--- src/sv/csf_pkg.sv ---
// shared types, constants and the arctangent table for the cordic sine/cosine block
`timescale 1ns / 1ps

package csf_pkg;

   localparam int WORK_FRAC  = 30;
   localparam int ANGLE_FRAC = 12;
   localparam int ANGLE_SHIFT = WORK_FRAC - ANGLE_FRAC;

   // rotation vector width: magnitude stays near 2^30, headroom for one add
   localparam int VEC_WIDTH = 34;
   // minimum angle accumulator width that holds the fold constants
   localparam int PHI_MIN_WIDTH = 36;

   localparam int CSR_DATA_WIDTH = 32;
   localparam int CSR_ADDR_WIDTH = 3;
   localparam logic CSR_IDX_ITERATIONS = 1'b0;

   localparam int ITER_WIDTH = 5;
   localparam logic [ITER_WIDTH-1:0] ITER_RESET = 5'd16;

   localparam logic signed [PHI_MIN_WIDTH-1:0] PI_Q            = 36'sd3373259426;
   localparam logic signed [PHI_MIN_WIDTH-1:0] HALF_PI_Q       = 36'sd1686629713;
   localparam logic signed [PHI_MIN_WIDTH-1:0] THREE_HALF_PI_Q = 36'sd5059889139;
   localparam logic signed [PHI_MIN_WIDTH-1:0] TWO_PI_Q        = 36'sd6746518852;

   localparam logic signed [VEC_WIDTH-1:0] GAIN_START = 34'sd652032874;

   typedef struct packed {
      logic neg;
      logic in_range;
   } ctl_type;

   function automatic logic [31:0] atan_q30(input logic [4:0] n);
      logic [31:0] v;
      case (n)
         5'd0:  v = 32'd843314856;
         5'd1:  v = 32'd497837829;
         5'd2:  v = 32'd263043836;
         5'd3:  v = 32'd133525158;
         5'd4:  v = 32'd67021686;
         5'd5:  v = 32'd33543515;
         5'd6:  v = 32'd16775850;
         5'd7:  v = 32'd8388437;
         5'd8:  v = 32'd4194282;
         5'd9:  v = 32'd2097149;
         5'd10: v = 32'd1048575;
         5'd11: v = 32'd524287;
         5'd12: v = 32'd262143;
         5'd13: v = 32'd131071;
         5'd14: v = 32'd65535;
         5'd15: v = 32'd32767;
         5'd16: v = 32'd16383;
         5'd17: v = 32'd8191;
         5'd18: v = 32'd4095;
         5'd19: v = 32'd2047;
         5'd20: v = 32'd1023;
         5'd21: v = 32'd511;
         5'd22: v = 32'd255;
         5'd23: v = 32'd127;
         5'd24: v = 32'd63;
         5'd25: v = 32'd31;
         5'd26: v = 32'd15;
         5'd27: v = 32'd7;
         5'd28: v = 32'd3;
         5'd29: v = 32'd1;
         default: v = 32'd0;
      endcase
      return v;
   endfunction

endpackage

--- src/sv/csf_rot_stage.sv ---
// one cordic micro-rotation with its pipeline register
`timescale 1ns / 1ps

module csf_rot_stage
   import csf_pkg::*;
#(
   parameter int STAGE = 0,
   parameter int PW = 36
) (
   input  logic                        clock,
   input  logic                        reset,
   input  logic                        rot_en,
   input  logic                        in_valid,
   output logic                        in_ready,
   input  logic signed [PW-1:0]        in_phi,
   input  logic signed [VEC_WIDTH-1:0] in_x,
   input  logic signed [VEC_WIDTH-1:0] in_y,
   input  ctl_type                     in_ctl,
   output logic                        out_valid,
   input  logic                        out_ready,
   output logic signed [PW-1:0]        out_phi,
   output logic signed [VEC_WIDTH-1:0] out_x,
   output logic signed [VEC_WIDTH-1:0] out_y,
   output ctl_type                     out_ctl
);

   logic                        valid_ff;
   logic                        valid_in;
   logic signed [PW-1:0]        phi_ff;
   logic signed [PW-1:0]        phi_in;
   logic signed [VEC_WIDTH-1:0] x_ff;
   logic signed [VEC_WIDTH-1:0] x_in;
   logic signed [VEC_WIDTH-1:0] y_ff;
   logic signed [VEC_WIDTH-1:0] y_in;
   ctl_type                     ctl_ff;
   logic signed [VEC_WIDTH-1:0] dx;
   logic signed [VEC_WIDTH-1:0] dy;
   logic signed [PW-1:0]        step;

   assign dx   = in_y >>> STAGE;
   assign dy   = in_x >>> STAGE;
   assign step = signed'({{(PW-32){1'b0}}, atan_q30(5'(STAGE))});

   always_comb begin
      phi_in = in_phi;
      x_in   = in_x;
      y_in   = in_y;
      if (rot_en) begin
         if (in_phi < 0) begin
            phi_in = in_phi + step;
            x_in   = in_x + dx;
            y_in   = in_y - dy;
         end else begin
            phi_in = in_phi - step;
            x_in   = in_x - dx;
            y_in   = in_y + dy;
         end
      end
   end

   assign in_ready = !valid_ff || out_ready;
   assign valid_in = in_ready ? in_valid : valid_ff;

   always_ff @(posedge clock) begin
      if (reset) begin
         valid_ff <= 1'b0;
      end else begin
         valid_ff <= valid_in;
      end
   end

   always_ff @(posedge clock) begin
      if (in_valid && in_ready) begin
         phi_ff <= phi_in;
         x_ff   <= x_in;
         y_ff   <= y_in;
         ctl_ff <= in_ctl;
      end
   end

   assign out_valid = valid_ff;
   assign out_phi   = phi_ff;
   assign out_x     = x_ff;
   assign out_y     = y_ff;
   assign out_ctl   = ctl_ff;

endmodule

--- config.mk ---
export PLATFORM = sky130hd
export DESIGN_NAME = csf_rot_stage
export DESIGN_NICKNAME = d
export VERILOG_FILES = /design/src/sv/csf_pkg.sv /design/src/sv/csf_rot_stage.sv
export SDC_FILE = /design/constraint.sdc
export NUM_CORES = 1
export LEC_CHECK = 0
export BUFFER_PORTS_ARGS = -buffer_cell sky130_fd_sc_hd__buf_2
export CORE_MARGIN = 10
export CORE_UTILIZATION = 50
export CTS_CLUSTER_DIAMETER = 150
export CTS_CLUSTER_SIZE = 8
export DETAILED_ROUTE_END_ITERATION = 6
export GPL_ROUTABILITY_DRIVEN = 0
export PLACE_DENSITY = 0.7
export SETUP_SLACK_MARGIN = 0.02
export SYNTH_ARGS = -nofsm -noshare
export SYNTH_HDL_FRONTEND = slang
export SYNTH_SLANG_ARGS = --single-unit
export TNS_END_PERCENT = 10
--- constraint.sdc ---
create_clock -name clock -period 5.4 [get_ports clock]
set_input_delay 1.08 -clock clock [delete_from_list [all_inputs] [get_ports clock]]
set_output_delay 1.08 -clock clock [all_outputs]
set_load 0.005 [all_outputs]
# After elaboration in Yosys (flattened, before gate mapping)
# Cells that the tools add are included.
# word_totals
ff_bits,107
inputBits,111
output_inout_bits,108
wordCells,21
# classes
addsub,5
magnitude_cmp,1
n_mux,6
reduce_logical,3
# op_table
op,count
$mux 34,4
$mux 36,2
$sub 34x34->34,2
$add 36x31->36 const B,1
$lt 36x1->1 const B,1
$sub 36x31->36 const B,1
$add 34x34->34,1
$logic_and 1x1->1,1
$logic_not 1->1,1
$logic_or 1x1->1,1

# Logic depth before layout (Yosys ltp)
# depth
depth_word,3
mapped_depth,15
depth_no_buf,13

# Worst setup path after synthesis
# Ideal clock, no wire load.
# synth_timing
kind,input port to flip-flop
startpoint,input port in_phi[35]
endpoint,"register phi_ff[35] (netlist: out_phi[35]), data pin"
setup_time_ns,0.152
t_arrival_ns,4.782
required_ns,5.248
setup_slack_ns,0.466
path_stages,15
n_path_buf,3
path_cell_list,clkbuf_1 > inv_2 > buf_1 > buf_1 > ha_1 > a21o_1 > a21o_1 > a211o_1 > a221oi_2 > o21ai_2 > a41oi_2 > o21ai_2 > a221o_1 > a211o_1 > o21ai_2
# synth_between
elab_chain_len,3
word_cells_on_any_way,5
cone_classes,add/sub (2); order compare (1); mux (2)
# synth_lines
item,line_no,source
from (decl),csf_rot_stage.sv:15,"input logic signed [PW-1:0] in_phi,"
$sub 36x31->36 (tied with other cells),csf_rot_stage.sv:54,phi_in = in_phi - step;
$mux 36,csf_rot_stage.sv:49,if (in_phi < 0) begin
$mux 36 *,csf_rot_stage.sv:48,if (rot_en) begin
net phi_in[35],csf_rot_stage.sv:30,logic signed [PW-1:0] phi_in;
to (signal assigned),csf_rot_stage.sv:74,phi_ff <= phi_in;
to (decl),csf_rot_stage.sv:29,logic signed [PW-1:0] phi_ff;
# The timed path passes the listed nets; every way through them passes the cells marked *.
# A chain may end at the register's enable or synchronous reset.

# Worst setup path after layout
# layout_timing
startpoint,input port in_y[0]
endpoint,"register y_ff[30] (netlist: out_y[30]), data pin"
# layout_between
elab_chain_len,3
word_cells_on_any_way,4
cone_classes,add/sub (2); mux (2)
# layout_lines
item,line_no,source
from (decl),csf_rot_stage.sv:17,"input logic signed [VEC_WIDTH-1:0] in_y,"
$add 34x34->34 / $sub 34x34->34 (equally long branches),"csf_rot_stage.sv:56, csf_rot_stage.sv:52",
$mux 34 *,csf_rot_stage.sv:49,
$mux 34 *,csf_rot_stage.sv:48,
net y_in[30],csf_rot_stage.sv:34,logic signed [VEC_WIDTH-1:0] y_in;
to (signal assigned),csf_rot_stage.sv:76,y_ff <= y_in;
to (decl),csf_rot_stage.sv:33,logic signed [VEC_WIDTH-1:0] y_ff;
# Marked as above.

==> results_dict.tcl <==
set metrics [dict create \
    min_period_ns 4.11 \
    hold_slack_ns 0.530 \
    fin_cells 1888 \
    startpoint "in_y[0]" \
    drive_gt1_share_pct 19.5 \
    worstPathArrival_ns 4.24 \
    std_cell_rows 55 \
    synth_fp_nets 1640 \
    status "finished, final reports clean" \
    grt_pass1_vias 10400 \
    dr.pass1.iters 6 \
    dpl_cell_area_mm2 0.0130 \
    reg2reg_slack_ns 3.24 \
    initial_core_util_pct 51.3 \
    ctsHoldBuffers 0 \
    syn_area_mm2 0.0117 \
    utilization_pct 58.4 \
    fin_skew_ns 0.0105 \
    io-pin-count 219 \
    post_cts_buffers 0 \
    port_buffers 218 \
    crit_required_ns 5.53 \
    synthTopCellsByCount "189 x a21oi_1, 143 x nor2_1, 131 x ha_1" \
    area.growth.synth_to_final_pct 13.9 \
    netlist.area_leader.share_pct 27.2 \
    die_x_um 173 \
    avgSynthCellArea_um2 8.40 \
    crit_chain "buf_2 -> inv_1 -> ha_1 -> fa_1 -> nand3b_1 -> a211o_1 -> a21boi_0 -> o31ai_1 -> a211oi_1 -> a2111oi_0 -> o21bai_1 -> a32oi_1 -> xnor2_1 -> mux2i_1" \
    synth_most_common_cell "a21oi_1" \
    hpwl_um 27600 \
    synth-edff-count 106 \
    grt_start_max_net_pins 95 \
    fmax_ghz 0.243 \
    dominantRegCellSynth "edfxtp_1" \
    slew-limit-headroom_pct 30.0 \
    max_stage_delay_ns 0.58 \
    die-area_mm2 0.0300 \
    fin_nets 1814 \
    r2r-start "out_valid" \
    worstSetupPathType "input pin to flip-flop" \
    synth_area_leaders "edfxtp_1 27%, ha_1 14%, a21oi_1 8.1%, xnor2_1 5.4%, nor2_1 4.6%" \
    wirelength_um 36000 \
    setup_ws_ns 1.29 \
    layout_worst_path_cycle_share_pct 76.2 \
    tns_ns 0 \
    grt_usage_pct 22.7 \
    powerDensity_mw_per_mm2 227 \
    yosysSeqAreaShare_pct 27.3 \
    r2r_end "out_phi[19]" \
    reg2reg_depth 3 \
    antenna_found_initial 2 \
    viasPerCell 5.90 \
    power_mw 3.03 \
    drv_cap 0 \
    ys_types 85 \
    grt_pass1_wl_um 56500 \
    finalSetupViolations 0 \
    clock_path_buffers 2 \
    grt-ovfl-total 0 \
    wl_per_cell_um 19.0 \
    path_max_fanout 4 \
    drc_errors 0 \
    yosys.area.top_type "edfxtp_1" \
    cp_slowest_cell "o21bai_1" \
    hold_violations 0 \
    place_inst 1870 \
    cts_resized 0 \
    rsz0062_at_grt "false" \
    cts_max_level 3 \
    worst_pin_slew_ns 1.05 \
    crit_path_end "out_y[30]" \
    ant_nets 0 \
    slew_violations 0 \
    synthArstFlopShare_pct 0 \
    hold_class "flip-flop to flip-flop" \
    postSynthCellCount 1394 \
    dpl_worst_slack_ns 1.00 \
    cts_made_buffers 9 \
    ys_ff_latch 107 \
    vias 11100 \
    coreArea_mm2 0.0228 \
    p_leak_nw 5.92 \
    ys_warn_count 0 \
    cts_tree "yes" \
    worstSkewPairLatency_ns 0.37 \
    path_clk_slew_ns 0.09 \
    max-vdd-ir-drop_uv 139 \
    hp-start "out_valid" \
    cts_root_buffer "clkbuf_16" \
    die_h_um 173 \
    cp-end-kind "flip-flop" \
    clock-sinks 107 \
    design_area_mm2 0.0133 \
    start_kind "input pin" \
    drt_iter0_markers 1191 \
]
[worst max-delay path, delay by kind of cell]
| family | cells | cell delay [ns] |
|---|---|---|
| buffers and inverters | 2 | 0.15 |
| multiplexers | 1 | 0.08 |
| adder cells (fa/ha/maj) | 2 | 0.62 |
| AND/OR/NAND/NOR | 1 | 0.22 |
| AO/OA/AOI/OAI | 7 | 1.91 |
| XOR/XNOR | 1 | 0.17 |
[where the power goes]
| group | leakage [nW] | internal, mW | switching, mW |
|---|---|---|---|
| clock network | 0.154 | 0.373 | 0.365 |
| logic | 4.73 | 0.502 | 0.743 |
| registers | 1.03 | 1.03 | 0.0204 |
[final cells by class]
type,instances,area (um2)
diodes,2,5.00
clock inverters,7,90.1
multi-input cells,1105,7810
repair buffers,228,1180
well taps,313,392
flip-flops and latches,107,3200
fillers,2146,9500
clock buffers,9,225
inverters,117,439
[state kept, by name, indices dropped and copies added, names as in the netlist]
name,flops
out_phi,36
out_x,34
out_valid,1
out_y,34
out_ctl,2
[cells by family (layout without fill, tap and decap cells)]
logic type,Yosys count,count (layout),synth area share [%]
AOI/OAI and AO/OA,485,485,27.0
xor gates and xnor gates,89,89,6.65
adders and majority gates,135,135,14.7
buffers and inverters,182,361,6.01
DFF,107,107,27.3
muxes,54,54,4.90
other,0,2,0
and+or+nand+nor,342,342,13.4
[worst min path at each step]
| stage | cells past startpoint | to | slack [ns] |
|---|---|---|---|
| 2_1_floorplan | 2 | out_valid | 0.52 |
| 3_3_place_gp | 2 | out_valid | 0.49 |
| 3_5_place_dp | 2 | out_valid | 0.52 |
| 4_1_cts | 2 | out_valid | 0.53 |
| 5_1_grt | 2 | out_valid | 0.59 |
| 6_report | 2 | out_valid | 0.53 |
[routing by layer]
layer,global-route usage (%),vias to the layer above,wire (um)
li1,-,5400,-
met1,32.3,5163,16800
met2,34.4,525,15500
met3,4.23,57,3040
met4,6.04,0,690
met5,0,-,0
[cell usage in the layout (no fill, tap or decap), types with 4 or more instances in the layout]
cell type	synthesis	layout
buf_2	14	217
o22ai_1	5	5
ha_1	131	131
a311oi_1	4	4
nand4_1	13	13
o21bai_1	29	29
xor2_1	17	17
clkbuf_16	0	9
buf_4	1	10
inv_1	114	114
o211ai_1	10	10
mux2i_1	27	27
nand2b_1	13	13
inv_6	0	4
o221ai_1	6	6
a21o_1	34	34
o21ai_0	84	84
a2111oi_0	5	5
or3_1	7	7
nor2_1	143	143
or2_2	6	6
o31ai_1	9	9
a21oi_1	189	189
o21a_1	17	17
fa_1	4	4
xnor2_1	72	72
nand2_1	75	75
and3_1	5	5
a211o_1	6	6
a211oi_1	18	18
a31oi_1	12	12
nor2b_1	14	14
mux2_2	27	27
edfxtp_1	106	106
nor3_1	26	26
nand3_1	14	14
o21ai_1	4	4
o31a_1	4	4
nor4_1	7	7
Note: power is estimated with default switching activity, not from simulation.
