<file path="src/sv/csf_pkg.sv">
// shared types, constants and the arctangent table for the cordic sine/cosine block
`timescale 1ns / 1ps

package csf_pkg;

   localparam int WORK_FRAC  = 30;
   localparam int ANGLE_FRAC = 12;
   localparam int ANGLE_SHIFT = WORK_FRAC - ANGLE_FRAC;

   // rotation vector width: magnitude stays near 2^30, headroom for one add
   localparam int VEC_WIDTH = 34;
   // minimum angle accumulator width that holds the fold constants
   localparam int PHI_MIN_WIDTH = 36;

   localparam int CSR_DATA_WIDTH = 32;
   localparam int CSR_ADDR_WIDTH = 3;
   localparam logic CSR_IDX_ITERATIONS = 1'b0;

   localparam int ITER_WIDTH = 5;
   localparam logic [ITER_WIDTH-1:0] ITER_RESET = 5'd16;

   localparam logic signed [PHI_MIN_WIDTH-1:0] PI_Q            = 36'sd3373259426;
   localparam logic signed [PHI_MIN_WIDTH-1:0] HALF_PI_Q       = 36'sd1686629713;
   localparam logic signed [PHI_MIN_WIDTH-1:0] THREE_HALF_PI_Q = 36'sd5059889139;
   localparam logic signed [PHI_MIN_WIDTH-1:0] TWO_PI_Q        = 36'sd6746518852;

   localparam logic signed [VEC_WIDTH-1:0] GAIN_START = 34'sd652032874;

   typedef struct packed {
      logic neg;
      logic in_range;
   } ctl_type;

   function automatic logic [31:0] atan_q30(input logic [4:0] n);
      logic [31:0] v;
      case (n)
         5'd0:  v = 32'd843314856;
         5'd1:  v = 32'd497837829;
         5'd2:  v = 32'd263043836;
         5'd3:  v = 32'd133525158;
         5'd4:  v = 32'd67021686;
         5'd5:  v = 32'd33543515;
         5'd6:  v = 32'd16775850;
         5'd7:  v = 32'd8388437;
         5'd8:  v = 32'd4194282;
         5'd9:  v = 32'd2097149;
         5'd10: v = 32'd1048575;
         5'd11: v = 32'd524287;
         5'd12: v = 32'd262143;
         5'd13: v = 32'd131071;
         5'd14: v = 32'd65535;
         5'd15: v = 32'd32767;
         5'd16: v = 32'd16383;
         5'd17: v = 32'd8191;
         5'd18: v = 32'd4095;
         5'd19: v = 32'd2047;
         5'd20: v = 32'd1023;
         5'd21: v = 32'd511;
         5'd22: v = 32'd255;
         5'd23: v = 32'd127;
         5'd24: v = 32'd63;
         5'd25: v = 32'd31;
         5'd26: v = 32'd15;
         5'd27: v = 32'd7;
         5'd28: v = 32'd3;
         5'd29: v = 32'd1;
         default: v = 32'd0;
      endcase
      return v;
   endfunction

endpackage

</file>
<file path="src/sv/csf_round.sv">
// output stage: rounding, saturation, sign restore and result register
`timescale 1ns / 1ps

module csf_round
   import csf_pkg::*;
#(
   parameter int RESULT_WIDTH = 16
) (
   input  logic                           clock,
   input  logic                           reset,
   input  logic                           in_valid,
   output logic                           in_ready,
   input  logic signed [VEC_WIDTH-1:0]    in_x,
   input  logic signed [VEC_WIDTH-1:0]    in_y,
   input  ctl_type                        in_ctl,
   output logic                           rsp_valid,
   input  logic                           rsp_ready,
   output logic signed [RESULT_WIDTH-1:0] rsp_sine,
   output logic signed [RESULT_WIDTH-1:0] rsp_cosine,
   output logic                           rsp_in_range
);

   localparam int RF    = RESULT_WIDTH - 2;
   localparam int SH    = WORK_FRAC - RF;
   localparam int SH_M1 = (SH > 0) ? SH - 1 : 0;
   localparam int EW    = VEC_WIDTH + 1;

   logic                           valid_ff;
   logic                           valid_in;
   logic signed [RESULT_WIDTH-1:0] sine_ff;
   logic signed [RESULT_WIDTH-1:0] sine_in;
   logic signed [RESULT_WIDTH-1:0] cosine_ff;
   logic signed [RESULT_WIDTH-1:0] cosine_in;
   logic                           in_range_ff;

   function automatic logic signed [RESULT_WIDTH-1:0] conv(
      input logic signed [VEC_WIDTH-1:0] v,
      input ctl_type                     ctl
   );
      logic signed [EW-1:0] ext;
      logic signed [EW-1:0] rnd;
      logic signed [EW-1:0] lim;
      logic signed [EW-1:0] r;
      ext = EW'(v);
      rnd = (SH > 0) ? (EW'(1) << SH_M1) : '0;
      lim = EW'(1) << RF;
      r = (ext + rnd) >>> SH;
      if (r > lim) begin
         r = lim;
      end
      if (r < -lim) begin
         r = -lim;
      end
      if (ctl.neg) begin
         r = -r;
      end
      if (!ctl.in_range) begin
         r = '0;
      end
      return r[RESULT_WIDTH-1:0];
   endfunction

   assign sine_in   = conv(in_y, in_ctl);
   assign cosine_in = conv(in_x, in_ctl);

   assign in_ready = !valid_ff || rsp_ready;
   assign valid_in = in_ready ? in_valid : valid_ff;

   always_ff @(posedge clock) begin
      if (reset) begin
         valid_ff <= 1'b0;
      end else begin
         valid_ff <= valid_in;
      end
   end

   always_ff @(posedge clock) begin
      if (in_valid && in_ready) begin
         sine_ff     <= sine_in;
         cosine_ff   <= cosine_in;
         in_range_ff <= in_ctl.in_range;
      end
   end

   assign rsp_valid    = valid_ff;
   assign rsp_sine     = sine_ff;
   assign rsp_cosine   = cosine_ff;
   assign rsp_in_range = in_range_ff;

endmodule

</file>
<file path="config.mk">
export PLATFORM = sky130hd
export DESIGN_NAME = csf_round
export DESIGN_NICKNAME = d
export VERILOG_FILES = /design/src/sv/csf_pkg.sv /design/src/sv/csf_round.sv
export SDC_FILE = /design/constraint.sdc
export NUM_CORES = 1
export LEC_CHECK = 0
export BUFFER_PORTS_ARGS = -buffer_cell sky130_fd_sc_hd__buf_2
export CAP_MARGIN = 5
export CORE_MARGIN = 8
export CORE_UTILIZATION = 57
export CTS_CLUSTER_DIAMETER = 30
export DETAILED_ROUTE_END_ITERATION = 12
export PLACE_DENSITY = 0.88
export SYNTH_ARGS = -nofsm -noshare
export SYNTH_HDL_FRONTEND = slang
export SYNTH_SLANG_ARGS = --single-unit
</file>
<file path="constraint.sdc">
create_clock -name clock -period 6.9 [get_ports clock]
set_input_delay 0.345 -clock clock [delete_from_list [all_inputs] [get_ports clock]]
set_output_delay 0.345 -clock clock [all_outputs]
set_load 0.005 [all_outputs]
</file>
; ---- Word-level counts from Yosys, hierarchy flattened
; Index checks and enable logic that the tools add are counted.
[word_totals]
ff_bits = 34
input_bits = 74
elab_cells = 21
[classes]
addsub = 4
order_cmp = 4
n_mux = 6
n_reduce_logical = 3
[op_table]
columns = operator, count
row1 = $add A34 B17 Y35 const B, 2
row2 = $lt A35 B15 Y1 const B, 2
row3 = $mux W35, 2
row4 = $mux W16, 4
row5 = $gt A19 B16 Y1 const B, 2
row6 = $neg A16 Y16, 2
row7 = $logic_and A1 B1 Y1, 1
row8 = $logic_not A1 Y1, 1
row9 = $logic_or A1 B1 Y1, 1

; ---- Depth between registers and ports, before layout
[depth]
ltp_word = 7
ltp_mapped = 16
mapped_depth_nobuf = 14

; ---- Worst setup path after synthesis
; No wires, ideal clock.
[synth_timing]
kind = input -> register
startpoint = input port in_y[20]
endpoint = register sine_ff[12] (netlist: rsp_sine[12]) (data pin)
setup_ns = 0.259
t_arrival_ns = 3.110
required_ns = 6.641
setup_slack_ns = 3.531
stages = 14
path_cell_list = buf_4 > nand4_4 > or3_1 > buf_2 > o21a_4 > or4_4 > o211ai_2 > buf_8 > nand2_1 > ha_1 > inv_1 > o21ai_0 > and3_1 > o31a_1
[synth_via]
elab_chain_cells = 7
[synth_lines]
columns = element, line_no
row1 = from (decl), csf_round.sv:14  ; input logic signed [VEC_WIDTH-1:0] in_y,
row2 = $add A34 B17 Y35 (*), csf_round.sv:47  ; r = (ext + rnd) >>> SH;
row3 = $gt A19 B16 Y1, csf_round.sv:48  ; if (r > lim) begin
row4 = $mux W35 (*), csf_round.sv:48
row5 = $lt A35 B15 Y1, csf_round.sv:51  ; if (r < -lim) begin
row6 = $mux W16 (*), csf_round.sv:51
row7 = $neg A16 Y16, csf_round.sv:55  ; r = -r;
row8 = $mux W16 (*), csf_round.sv:54  ; if (ctl.neg) begin
row9 = to (signal assigned), csf_round.sv:79  ; sine_ff <= sine_in;
row10 = to (decl), csf_round.sv:30  ; logic signed [RESULT_WIDTH-1:0] sine_ff;
; Mark *: on every way between the ends. The rest lies on a longest branch, timed or not.
; A chain may end at the register's enable or synchronous reset.

; ---- Worst setup path after layout
[layout_timing]
startpoint = input port in_y[16]
endpoint = register sine_ff[12] (netlist: rsp_sine[12]) (data pin)
; The elaborated chain is that of the path after synthesis.

==> results.py <==
metrics = {
    "cells_and_area": {
        "drive_gt1_share_pct": 21.2,
        "area.growth.synth_to_final_pct": 11.8,
        "fin_util_pct": 66.1,
        "fillers": 476,
        "multi_input_area_um2": 2310,
        "antenna_cells": 0,
        "seq_area_um2": 1010,
        "fin_nets": 567,
    },
    "floorplanning": {
        "die_h_um": 94.6,
        "io_pins": 109,
        "fp.dieW_um": 94.6,
        "die_area_um2": 8950,
        "rows": 28,
        "coreArea_um2": 5960,
        "start_util_pct": 59.1,
    },
    "sta": {
        "maxSlewHeadroom_pct": 51.0,
        "finalCritPeriodShare_pct": 57.2,
        "whs_ps": 242,
        "worst_slew_pin_slew_ps": 730,
        "fin_crit_ps": 3950,
        "fin_tns_setup_ps": 0,
        "layout_setup_ws_ps": 2950,
        "report.final.hold_viol_count": 0,
        "max_freq_ghz": 0.253,
        "fin_skew_ps": 2.24,
        "setup_viol": 0,
        "rsz0062_at_grt": "no",
        "drv_slew": 0,
    },
    "worst_hold_path": {
        "hp-class": "primary input to flip-flop",
        "hold_end": "rsp_valid",
        "min_from": "reset",
        "hold_path_depth": 2,
    },
    "power": {
        "switching_share_pct": 30.1,
        "p_switching_mw": 0.164,
        "vdd_drop_max_uv": 133,
        "pwr-share-seq_pct": 44.9,
        "power_density_nw_per_um2": 138,
        "p_comb_share_pct": 27.8,
        "clkPwrFrac_pct": 27.3,
        "leakage_nw": 1.49,
        "power.internal_mw": 0.380,
    },
    "cts": {
        "clk_latency_ps": 280,
        "cts_hold_buf": 0,
        "htreeDepth": 2,
        "clkTransAtPathRegs_ps": 60,
        "cts_tree": "done",
        "cts-root-buf": "clkbuf_8",
        "cts_setup_buffers": 0,
        "max-clock-path-buffers": 2,
        "cts.sinks": 34,
        "cts_buffers": 5,
        "cts_resized": 0,
    },
    "synthesis": {
        "synth_cell_type_count": 73,
        "synth.net_count": 510,
        "syn_area_um2": 3520,
        "netlist_instances": 432,
        "async_flop_share_pct": 0,
        "ys_warn_count": 0,
        "syn_avg_cell_area_um2": 8.15,
        "synth-seq-area-share_pct": 28.7,
        "synth_ff_type": "edfxtp_1",
        "synth_edf_count": 33,
        "ys_ff_latch": 34,
    },
    "worst_setup_path": {
        "critPathRequiredTime_ps": 6920,
        "path_cells": "buf_2, ha_1, nand4_4, nor4_2, xnor2_1, o21ai_0, and2_1, o211ai_2, nand2_1, ha_1, inv_1, o21ai_0, and3_1, o31a_1",
        "critical_path_peak_fanout": 15,
        "critPathCaptureType": "flip-flop",
        "slowest_delay_ps": 510,
        "r2r_cells": 3,
        "arrival_ps": 3970,
        "crit_slowest_cell": "o211ai_2",
        "worst-setup-path-type": "primary input to flip-flop",
        "reg2reg_to": "rsp_sine[7]",
        "rr_startpoint": "rsp_valid",
        "cp-start-kind": "primary input",
        "r2r_slack_ps": 5630,
    },
    "global_routing": {
        "grt_pass1_wl_mm": 14.6,
        "antenna_found_initial": 0,
        "grt-ovfl-total": 0,
        "grt_max_degree": 37,
        "grt_usage_pct": 19.8,
        "grt_pass1_vias": 3012,
    },
    "routing": {
        "post-route-drc-count": 0,
        "drt_iter0_drc": 449,
        "drt_first_pass_iters": 6,
        "vias_per_cell": 6.19,
        "num_vias": 3498,
        "drtAntennaViolNets": 0,
        "routed_wl_mm": 9.04,
        "wl_per_cell_um": 16.0,
    },
    "placed_design": {
        "io_buffer_count": 78,
        "dp_hpwl_mm": 7.08,
        "gp_congestion": 0.936,
        "dp_slack_ps": 2740,
    },
    "run": {
        "maxCapViolations": 0,
    },
    "run_status": {
        "status": "finished clean",
    },
}
-- registers in the layout, summed over array words and instances, names as in the netlist --
name,cells
rsp_cosine,16
rsp_in_range,1
rsp_sine,16
rsp_valid,1
-- cell usage after synthesis, types with 8 or more instances --
cell / n / area share [%]
nand2_1: 53 / 5.7
nor2_1: 44 / 4.7
edfxtp_1: 33 / 28
xnor2_1: 29 / 7.2
o21ai_0: 23 / 3.3
nand3_1: 19 / 2.7
nor3_1: 18 / 2.6
nand4_1: 17 / 3.0
xor2_1: 17 / 4.2
and3_1: 13 / 2.3
a21oi_1: 12 / 1.7
clkbuf_1: 11 / 1.2
inv_1: 9 / 0.96
buf_4: 8 / 1.7
-- power groups by stage --
stage | Clock, mW | Sequential (mW) | Combinational (mW)
floorplan | 0 | 0.251 | 0.0980
global placement | 0 | 0.248 | 0.143
detailed placement | 0 | 0.249 | 0.148
CTS | 0.151 | 0.245 | 0.149
global route | 0.159 | 0.246 | 0.166
finish | 0.148 | 0.244 | 0.151
-- cells by family after synthesis --
family / share of synthesized area (%)
AOI/OAI and AO/OA: 19.3
DFF: 28.7
muxes: 1.71
xor gates and xnor gates: 11.4
buffers and inverters: 5.79
adders and majority gates: 1.42
and+or+nand+nor: 31.7
-- placed cells by master (no fill, tap or decap), types with 5 or more instances in the layout --
cell type,count
nor2_1,44
nand3_1,19
edfxtp_1,33
clkbuf_8,6
a21oi_1,12
buf_2,78
nand4_1,17
and2_1,6
o21ai_0,23
nor4_1,5
and3_1,13
nand2b_1,6
nand2_1,53
xor2_1,17
inv_1,9
a211oi_1,5
or3_1,5
nor3_1,18
xnor2_1,29
mux2i_1,6
-- metal layers --
| layer | global-route usage [%] | part of all wire [%] |
|---|---|---|
| met1 | 28.8 | 46 |
| met2 | 28.9 | 43 |
| met3 | 3.73 | 10 |
| met4 | 5.72 | 1.3 |
| met5 | 0 | 0 |
-- critical path, delay by kind of cell --
kind | cells | cell delay, ps
and+or+nand+nor | 5 | 1280
xor gates and xnor gates | 1 | 270
adders and majority gates | 2 | 690
buffers and inverters | 2 | 310
AOI/OAI and AO/OA | 4 | 1060
-- layout make-up --
| class | count | area share, % |
|---|---|---|
| Multi-Input combinational cell | 359 | 58.6 |
| Clock buffer | 8 | 2.29 |
| Inverter | 10 | 0.954 |
| Sequential cell | 34 | 25.7 |
| Timing Repair Buffer | 79 | 10.1 |
| Tap cell | 75 | 2.38 |
-- stage by stage --
stage,instances,area (um^2),power [mW]
6_report,565,3940,0.544
5_1_grt,565,3940,0.571
4_1_cts,565,3940,0.545
3_5_place_dp,557,3850,0.397
3_3_place_gp,557,3850,0.391
2_1_floorplan,432,3520,0.349
-- worst max path at each step --
stage / cells after the start / end / slack, ps / start
5_1_grt: 14 / rsp_sine[12] / 2640 / in_y[15]
4_1_cts: 14 / rsp_sine[12] / 3020 / in_y[16]
3_5_place_dp: 14 / rsp_sine[12] / 2740 / in_y[15]
2_1_floorplan: 14 / rsp_sine[12] / 3530 / in_y[20]
6_report: 14 / rsp_sine[12] / 2950 / in_y[16]
3_3_place_gp: 14 / rsp_sine[12] / 2880 / in_y[15]
(Power assumes the default switching activity.)
