<file path="config.mk">
export PLATFORM = sky130hd
export DESIGN_NAME = csf_fold
export DESIGN_NICKNAME = d
export VERILOG_FILES = /design/src/sv/csf_pkg.sv /design/src/sv/csf_fold.sv
export SDC_FILE = /design/constraint.sdc
export NUM_CORES = 1
export LEC_CHECK = 0
export ABC_AREA = 1
export BUFFER_PORTS_ARGS = -buffer_cell sky130_fd_sc_hd__buf_2
export CAP_MARGIN = 5
export CORE_UTILIZATION = 35
export CTS_BUF_LIST = sky130_fd_sc_hd__clkbuf_4 sky130_fd_sc_hd__clkbuf_8 sky130_fd_sc_hd__clkbuf_16
export CTS_CLUSTER_SIZE = 12
export DETAILED_ROUTE_END_ITERATION = 6
export PLACE_DENSITY = 0.53
export SLEW_MARGIN = 20
export SYNTH_ARGS = -nofsm -noshare
export SYNTH_HDL_FRONTEND = slang
export SYNTH_SLANG_ARGS = --single-unit
</file>
<file path="constraint.sdc">
create_clock -name clock -period 2.6 [get_ports clock]
set_clock_uncertainty 0.1 [all_clocks]
set_input_delay 0.26 -clock clock [delete_from_list [all_inputs] [get_ports clock]]
set_output_delay 0.26 -clock clock [all_outputs]
set_load 0.05 [all_outputs]
</file>
<file path="src/sv/csf_pkg.sv">
// shared types, constants and the arctangent table for the cordic sine/cosine block
`timescale 1ns / 1ps

package csf_pkg;

   localparam int WORK_FRAC  = 30;
   localparam int ANGLE_FRAC = 12;
   localparam int ANGLE_SHIFT = WORK_FRAC - ANGLE_FRAC;

   // rotation vector width: magnitude stays near 2^30, headroom for one add
   localparam int VEC_WIDTH = 34;
   // minimum angle accumulator width that holds the fold constants
   localparam int PHI_MIN_WIDTH = 36;

   localparam int CSR_DATA_WIDTH = 32;
   localparam int CSR_ADDR_WIDTH = 3;
   localparam logic CSR_IDX_ITERATIONS = 1'b0;

   localparam int ITER_WIDTH = 5;
   localparam logic [ITER_WIDTH-1:0] ITER_RESET = 5'd16;

   localparam logic signed [PHI_MIN_WIDTH-1:0] PI_Q            = 36'sd3373259426;
   localparam logic signed [PHI_MIN_WIDTH-1:0] HALF_PI_Q       = 36'sd1686629713;
   localparam logic signed [PHI_MIN_WIDTH-1:0] THREE_HALF_PI_Q = 36'sd5059889139;
   localparam logic signed [PHI_MIN_WIDTH-1:0] TWO_PI_Q        = 36'sd6746518852;

   localparam logic signed [VEC_WIDTH-1:0] GAIN_START = 34'sd652032874;

   typedef struct packed {
      logic neg;
      logic in_range;
   } ctl_type;

   function automatic logic [31:0] atan_q30(input logic [4:0] n);
      logic [31:0] v;
      case (n)
         5'd0:  v = 32'd843314856;
         5'd1:  v = 32'd497837829;
         5'd2:  v = 32'd263043836;
         5'd3:  v = 32'd133525158;
         5'd4:  v = 32'd67021686;
         5'd5:  v = 32'd33543515;
         5'd6:  v = 32'd16775850;
         5'd7:  v = 32'd8388437;
         5'd8:  v = 32'd4194282;
         5'd9:  v = 32'd2097149;
         5'd10: v = 32'd1048575;
         5'd11: v = 32'd524287;
         5'd12: v = 32'd262143;
         5'd13: v = 32'd131071;
         5'd14: v = 32'd65535;
         5'd15: v = 32'd32767;
         5'd16: v = 32'd16383;
         5'd17: v = 32'd8191;
         5'd18: v = 32'd4095;
         5'd19: v = 32'd2047;
         5'd20: v = 32'd1023;
         5'd21: v = 32'd511;
         5'd22: v = 32'd255;
         5'd23: v = 32'd127;
         5'd24: v = 32'd63;
         5'd25: v = 32'd31;
         5'd26: v = 32'd15;
         5'd27: v = 32'd7;
         5'd28: v = 32'd3;
         5'd29: v = 32'd1;
         default: v = 32'd0;
      endcase
      return v;
   endfunction

endpackage

</file>
<file path="src/sv/csf_fold.sv">
// input stage: scales the angle and folds it into the cordic convergence band
`timescale 1ns / 1ps

module csf_fold
   import csf_pkg::*;
#(
   parameter int ANGLE_WIDTH = 16,
   parameter int PW = 36
) (
   input  logic                          clock,
   input  logic                          reset,
   input  logic                          in_valid,
   output logic                          in_ready,
   input  logic signed [ANGLE_WIDTH-1:0] in_angle,
   output logic                          out_valid,
   input  logic                          out_ready,
   output logic signed [PW-1:0]          out_phi,
   output ctl_type                       out_ctl
);

   logic                 valid_ff;
   logic                 valid_in;
   logic signed [PW-1:0] phi_ff;
   logic signed [PW-1:0] phi_in;
   ctl_type              ctl_ff;
   ctl_type              ctl_in;
   logic signed [PW-1:0] phi_raw;
   logic signed [PW-1:0] pi_w;
   logic signed [PW-1:0] half_pi_w;
   logic signed [PW-1:0] three_half_pi_w;
   logic signed [PW-1:0] two_pi_w;

   assign pi_w            = PW'(PI_Q);
   assign half_pi_w       = PW'(HALF_PI_Q);
   assign three_half_pi_w = PW'(THREE_HALF_PI_Q);
   assign two_pi_w        = PW'(TWO_PI_Q);

   assign phi_raw = PW'(in_angle) <<< ANGLE_SHIFT;

   assign in_ready = !valid_ff || out_ready;

   always_comb begin
      phi_in = phi_raw;
      ctl_in.neg = 1'b0;
      ctl_in.in_range = 1'b1;
      if (phi_raw >= three_half_pi_w) begin
         phi_in = phi_raw - two_pi_w;
      end else if (phi_raw > half_pi_w) begin
         phi_in = phi_raw - pi_w;
         ctl_in.neg = 1'b1;
      end else if (phi_raw > -pi_w && phi_raw <= -half_pi_w) begin
         phi_in = phi_raw + pi_w;
         ctl_in.neg = 1'b1;
      end else if (phi_raw <= -pi_w) begin
         ctl_in.in_range = 1'b0;
      end
   end

   assign valid_in = in_ready ? in_valid : valid_ff;

   always_ff @(posedge clock) begin
      if (reset) begin
         valid_ff <= 1'b0;
      end else begin
         valid_ff <= valid_in;
      end
   end

   always_ff @(posedge clock) begin
      if (in_valid && in_ready) begin
         phi_ff <= phi_in;
         ctl_ff <= ctl_in;
      end
   end

   assign out_valid = valid_ff;
   assign out_phi   = phi_ff;
   assign out_ctl   = ctl_ff;

endmodule

</file>
### Word level (Yosys, flattened, before mapping)

Index checks and enable logic that the tools add are counted.

* $add $sub $neg: 3
* magnitude comparators: 5
* mux-type cells: 6
* reductions and logical operators: 5

Operator list (count)
* 2-to-1 mux 36 bit: 3
* adder 34 x 33 -> 35 bit (second input constant): 1
* subtractor 34 x 33 -> 35 bit (second input constant): 1
* subtractor 34 x 34 -> 35 bit (second input constant): 1
* >= comparator 34 bit (second input constant): 1
* greater-than comparator 34 x 32 -> 1 bit (second input constant): 1
* greater-than comparator 34 x 33 -> 1 bit (second input constant): 1
* <= comparator 34 x 32 -> 1 bit (second input constant): 1
* <= comparator 34 x 33 -> 1 bit (second input constant): 1
* 2-to-1 mux 1 bit: 3
* OR reduction 3 bit: 1
* logical AND 1 bit: 2
* zero test 1 bit: 1
* logical OR 1 bit: 1

* flip-flop bits (word level): 39
* input bits: 20
* logic and storage cells: 23

### Depth between registers and ports, before layout

Gate-level depths: netlist of run 1.

* depth in word-level cells: 5
* depth in mapped cells: 15

### Worst setup path before layout of run 1

Ideal clock, no wire load.

* kind: reg-to-reg
* start: register valid_ff, in the netlist out_valid
* end: register ctl_ff, in the netlist out_ctl[0], enable pin
* setup time: 0.411 ns
* arrival: 1.730 ns
* required time: 2.089 ns
* slack: 0.359 ns
* stages on the path, launching flop included: 2
* period minus slack after synthesis: 2.241 ns
* path through: dfxtp_1 > a21oi_1

* cells in the longest elaborated chain, start to end: 3

Ends and longest elaborated chain
* from (decl): RTL line csf_fold.sv:21 `logic valid_ff;`
* from (signal assigned): RTL line csf_fold.sv:65 `valid_ff <= valid_in;`
* zero test 1 bit: RTL line csf_fold.sv:40 `assign in_ready = !valid_ff || out_ready;`
* logical OR 1 bit: RTL line csf_fold.sv:40
* logical AND 1 bit: RTL line csf_fold.sv:70 `if (in_valid && in_ready) begin`
* to (signal assigned): RTL line csf_fold.sv:72 `ctl_ff <= ctl_in;`
* to (decl): RTL line csf_fold.sv:25 `ctl_type ctl_ff;`

No other way between the ends.
A chain may end at the register's enable or synchronous reset.

### Final worst setup path of run 1

* start: input in_angle[3]
* end: register phi_ff[21], in the netlist out_phi[21] (data pin)

* cells in the longest elaborated chain, start to end: 5
* elaborated cells on any way between the ends: 11

Ends and longest elaborated chain
* from (decl): RTL line csf_fold.sv:14 `input logic signed [ANGLE_WIDTH-1:0] in_angle,`
* greater-than comparator 34 x 33 -> 1 bit / <= comparator 34 x 32 -> 1 bit (equally long branches): RTL line csf_fold.sv:51 `end else if (phi_raw > -pi_w && phi_raw <= -half_pi_w) begin`
* logical AND 1 bit: RTL line csf_fold.sv:51
* 2-to-1 mux 36 bit: RTL line csf_fold.sv:51
* 2-to-1 mux 36 bit: RTL line csf_fold.sv:48 `end else if (phi_raw > half_pi_w) begin`
* 2-to-1 mux 36 bit *: RTL line csf_fold.sv:46 `if (phi_raw >= three_half_pi_w) begin`
* via phi_in[21]: RTL line csf_fold.sv:24 `logic signed [PW-1:0] phi_in;`
* to (signal assigned): RTL line csf_fold.sv:71 `phi_ff <= phi_in;`
* to (decl): RTL line csf_fold.sv:23 `logic signed [PW-1:0] phi_ff;`

Mark *: on every way through the listed nets, which the timed path passes. The rest lies on a longest branch.

==> run metrics, run 1 <==
Compound-Gate Fraction of Synth Area=0.0552; Area growth syn-to-layout=9.93%; routed vias/inst=approximately 4.9; xor and xnor area share after synthesis=0.0403; Seq pwr share=0.381; Clock Pin Slew Worst Setup and Hold Paths=0.08 ns; Sw Share=0.425; placed cell areas=approximately 2800 um2; critical path endpoint category=flop; Final Critical Period=2.03 ns; drt total wl=6880 um; Worst Setup Path Type=input port to flop; CTS tree=built; number of port buffers=58; most frequent CP cell=nand2_1; Max clock buf depth=2; Skew-Pair Late Insertion Delay=approximately 0.26 ns; Fin Hold WS=roughly 0.039 ns; n_diodes=0; top post-synthesis cells by count=nand2_1 (136), nand3_1 (53), nor2_1 (43); first-pass GRT wire length=~11,000 um; die area=approximately 7800 um2; Slew Limit Fails=0; Syn Inst Count=between 400 and 500; worst vdd ir=approximately 0.00012 V; WL per Instance=around 13 um; status=finished, final reports clean; GRT Util Overall=0.186; remaining antenna violation count=0; top cells by area, synth=edfxtp_1 (26%), nand2_1 (20%), nand3_1 (10%); Avg Cell Area, Syn=approximately 6.4 um2; Max FO, Critical Path=11; max incr delay on CP=0.32 ns; core box area=approximately 7200 um2; most frequent cell after synthesis=nand2_1; Max Cap Viol=0; worst-path cell chain=buf_2, inv_1, ha_1, nand2_1, nand3_1, nand2_1, nand2_1, nand2_1, nand2_1, nand2_1, buf_4, nand2_1, nand3b_1, nand2_1, inv_1; largest net degree at the start of global routing=24; vias in the first global route=2,259; fin nets=roughly 470; PwrDens=436 nW/um2; first-iteration detailed-routing DRC count=~230; post-synthesis sequential area ratio=0.272; Adder-Cell Fraction of Synth Area=0.0432; drt pass-1 iters=5; layout cells sized above 1=0.235; CTS root buffer=clkbuf_8; Synth top area share=0.265; Hold Violations, Final=0; post-synthesis cell area=2610 um2; static leakage=between 1 and 1.5 nW; total CTS buffers=3; Tcrit/Tclk final=0.779; simple-gate portion of the synthesized area=0.435; Synth area leader=edfxtp_1; worst hold path type=input port to flop; Starting Density=0.362; Finish-stage setup viols=0; area of the multi-input gates=roughly 1500 um2; Switch Pwr=531 uW; fmax=around 490 MHz; Post-DP HPWL=around 5400 um; CTS H-tree lvls=1; Die H=88.3 um; clock power share=0.187; Async S/R FF share, synth=0; arrival time worst endpoint=1.96 ns; dominant synthesized flop cell=edfxtp_1; sequential cell area=about 710 um2; Int Pwr=around 720 uW; drc violations=0; via count=around 2,600; setup TNS=0 ns; YS warnings=0; CP required=about 2.5 ns; post-cts sizing count=0; largest family of logic cells by synthesized area=simple AND/OR/NAND/NOR gates; CP Launch Type=input port; CP max-delay cell=nand2_1; GPL Wtd Cong=0.910; Die Width=between 80 and 90 um; Cell variety after synth=30; Post-CTS Setup Bufs=0; #FFs+latches synth=24; RSZ-0062 raised after global routing=no; initial antenna violation count=0; CTS Sinks=24; # hold bufs at CTS=0; mux share of post-synthesis cell area=0; grt total ovfl=0; Syn Nets=around 440; fin area=2870 um2; number of placed I/O pins=60; number of synthesized flops with an enable pin=23; FP Rows=31; fillcell total=825; combinational group share of total power=0.433
-- stage by stage --
step	util	std cells	total power, mW	setup slack [ns]
4_1_cts	0.398	538	1.26	0.578
2_1_floorplan	-	406	0.933	0.359
5_1_grt	0.398	538	1.33	0.396
3_5_place_dp	0.391	534	1.03	0.291
6_report	0.398	538	1.25	0.574
3_3_place_gp	0.391	534	1.02	0.327
-- flip-flops by register name (all words and copies together), names as in the netlist --
signal,count
out_ctl,1
out_phi,22
out_valid,1
-- power groups by stage --
stage	combinational, mW	clock (mW)	sequential, mW
after floorplan	0.331	0	0.602
after global placement	0.540	0	0.485
after detailed placement	0.540	0	0.485
after CTS	0.541	0.243	0.477
after global routing	0.591	0.254	0.481
final	0.541	0.233	0.476
-- worst max-delay path, delay by kind of cell --
family        cells  cell delay (ns)
simple gates     10             0.92
buf+inv           4             0.57
fa+ha+maj         1             0.21
-- final timing paths --
check	start	to	slack (ns)	depth (start not counted)
worst max-delay path	in_angle[3]	out_phi[21]	0.57	15
worst min-delay path	reset	out_valid	0.04	2
worst max register to register	out_valid	out_phi[24]	1.41	2
worst min register to register	out_valid	out_valid	0.42	2
-- cells by family (layout without fill, tap and decap cells) --
family | count (synthesis) | in the layout
adders and majority gates | 9 | 9
buffers and inverters | 77 | 110
AOI/OAI and AO/OA | 25 | 25
xor gates and xnor gates | 12 | 12
other | 1 | 1
DFF | 24 | 24
and+or+nand+nor | 258 | 258
-- layer usage --
layer / wire [um] / GRT usage
met1: 3320 / 0.272
met2: 3090 / 0.295
met3: 348 / 0.00840
met4: 108 / 0.0543
met5: 0 / 0
-- cell usage in the layout (no fill, tap or decap), drive strengths merged --
master	n
a21boi	1
a21oi	12
buf	61
clkbuf	4
clkinv	1
conb	1
dfxtp	1
edfxtp	23
ha	9
inv	44
nand2	147
nand3	53
nand3b	2
nand4	7
nor2	47
nor3	2
o21ai	11
o22ai	1
xor2	12
-- cell type report --
type | count | share of cell area
Timing Repair Buffer | 61 | 0.109
Tap cell | 99 | 0.0432
Multi-Input combinational cell | 305 | 0.524
Sequential cell | 24 | 0.248
Inverter | 45 | 0.0589
Clock buffer | 4 | 0.0170
Note: power is estimated with default switching activity, not from simulation.
==> inputs of run 2 (changes only) <==
clock period = 2.1 ns   (was 2.6 ns; I/O delays follow)
==> run 2 against run 1 <==
Effect of this change: clock power increased by 29%; count of clock-buffer cells in the layout unchanged; sequential share of layout area decreased by 0.94 points.
==> run metrics, run 2 (synthesis results as in run 1) <==
DR top layer=met4; Fin Hold WS=0.114 ns (+0.0754 ns); largest net degree at the start of global routing=24 (unchanged); first-pass GRT wire length=12,000 um (+6.9%); Final Critical Period=about 1.9 ns; hold path endpoint=out_valid; worst-path cell chain=buf_2, inv_1, ha_1, nand2_1, nand3_1, nand2_1, nand2_1, nand2_1, nand2_1, nand2_1, buf_4, nand2_1, clkinv_1, nand3_1, nand2_1, inv_1; worst hold path type=input port to flop; most common cell after layout, fill and taps aside=nand2_1; CTS H-tree lvls=1 (unchanged); critical path endpoint category=flop; Area growth syn-to-layout=14.2%; routed vias/inst=4.81 (-2.1%); drt total wl=7220 um (+5.0%); most frequent CP cell=nand2_1; placed cell areas=2920 um2 (+3.6%); Slew Limit Fails=0 (unchanged); Starting Density=0.362 (unchanged); core box area=7210 um2 (unchanged); Max clock buf depth=2 (unchanged); Max Cap Viol=0 (unchanged); Tcrit/Tclk final=0.895; initial antenna violation count=0 (unchanged); Final WS setup=0.220 ns (-0.354 ns); Finish-stage setup viols=0 (unchanged); M1 WL=3410 um (+2.5%); grt total ovfl=0 (unchanged); Worst Hold Depth=3 (+1); drc violations=0 (unchanged); worst vdd ir=0.000147 V (+23%); number of port buffers=58 (unchanged); r2r endpoint=out_phi[26]; layout cells sized above 1=0.254 (+0.0198); static leakage=1.55 nW (+4.4%); Skew-Pair Late Insertion Delay=0.27 ns (about the same); GRT Util Overall=0.199 (+0.0132); Worst Setup Path Type=input port to flop; fmax=532 MHz; via count=2,653 (+0.30%); setup TNS=0 ns (unchanged); RSZ-0062 raised after global routing=no; Hold Violations, Final=0 (unchanged); arrival time worst endpoint=1.81 ns (-0.15 ns); sequential cell area=711 um2 (unchanged); CP Launch Type=input port; PwrDens=532 nW/um2 (+22%); CTS Sinks=24 (unchanged); total CTS buffers=3 (unchanged); fillcell total=800 (-3.0%); Reg2Reg Depth=2 (unchanged); fin area=2980 um2 (+3.9%); vias in the first global route=2,441 (+8.1%); CTS root buffer=clkbuf_8; first-iteration detailed-routing DRC count=264 (+15%); die area=7800 um2 (unchanged); Total Power=1.59 mW (+27%); Max FO, Critical Path=10 (-1); CP max-delay cell=buf_4; commonest non-fill, non-tap cells in the layout=nand2_1 (136), buf_2 (58), nand3_1 (53); area of the multi-input gates=1500 um2 (unchanged); Die H=88.3 um (unchanged); number of flip-flops in the largest register=22 (unchanged); number of placed I/O pins=60 (unchanged); Reg2Reg Setup Slack=0.91 ns (-0.50 ns); met3 WL=443 um (+27%); CTS tree=built; GPL Wtd Cong=0.908 (-0.21%); FP Rows=31 (unchanged); status=finished, final reports clean; max incr delay on CP=0.22 ns (-0.10 ns); Clock Pin Slew Worst Setup and Hold Paths=0.08 ns (about the same); fin nets=482 (+2.8%); remaining antenna violation count=0 (unchanged); routed wire length on met2=3290 um (+6.4%); Place WS=-0.0918 ns (-0.383 ns); n_diodes=0 (unchanged); WL per Instance=13.1 um (+2.5%); Die Width=88.3 um (unchanged); Post-DP HPWL=5870 um (+8.7%); CP required=2.03 ns (-0.50 ns); drt pass-1 iters=4 (-1); Hold Crit Start=in_valid; Critical R2R Launch=out_valid
-- run 2: cell types whose count changed in the layout (fill, tap and decap cells not counted), sizes merged --
cell         previous run  this run
dlygate4sd3             0         1
buf                    61        73
-- run 2: timing repair --
item                                   4_1_cts  5_1_grt
resized for setup                            0        0
hold buffers                                 1        0
endpoints found under the hold margin        1        0
buffers inserted                             0        0
setup endpoints to repair                    0        0
-- run 2: cell type report --
class,count,share of cell area
clock buffer,4,0.0164
inverter,45,0.0567
multi-input combinational,305,0.504
sequential,24,0.238
tap,99,0.0416
timing repair buffer,74,0.143
-- run 2: how the worst max path moves through the flow --
stage,start,endpoint,slack (ns),depth (start not counted)
floorplan,out_valid,out_ctl[0],0.36,1
global placement,in_angle[3],out_phi[26],-0.06,16
detailed placement,in_angle[3],out_phi[21],-0.09,15
CTS,in_angle[3],out_phi[21],0.20,15
global route,in_angle[3],out_phi[26],0.04,16
finish,in_angle[3],out_phi[26],0.22,16
-- run 2: metal layers --
| metal | vias up | global-route usage |
|---|---|---|
| li1 | 1365 | - |
| met1 | 1184 | 0.289 |
| met2 | 97 | 0.322 |
| met3 | 7 | 0.00840 |
| met4 | 0 | 0.0557 |
| met5 | - | 0 |
-- run 2: stage by stage --
stage / cells / util
6_report: 551 / 0.413
5_1_grt: 551 / 0.413
4_1_cts: 551 / 0.413
3_5_place_dp: 546 / 0.405
3_3_place_gp: 546 / 0.405
2_1_floorplan: 406 / -
-- run 2: power breakdown --
part           internal [mW]  switching, mW  leakage (nW)  total (mW)
combinational          0.183          0.512          1.29       0.695
sequential             0.578         0.0123         0.232       0.591
clock                  0.149          0.151        0.0262       0.300
-- run 2: worst max-delay path, delay by kind of cell --
kind,cells,cell delay (ns)
adders and majority gates,1,0.21
and+or+nand+nor,10,0.80
buffers and inverters,5,0.59
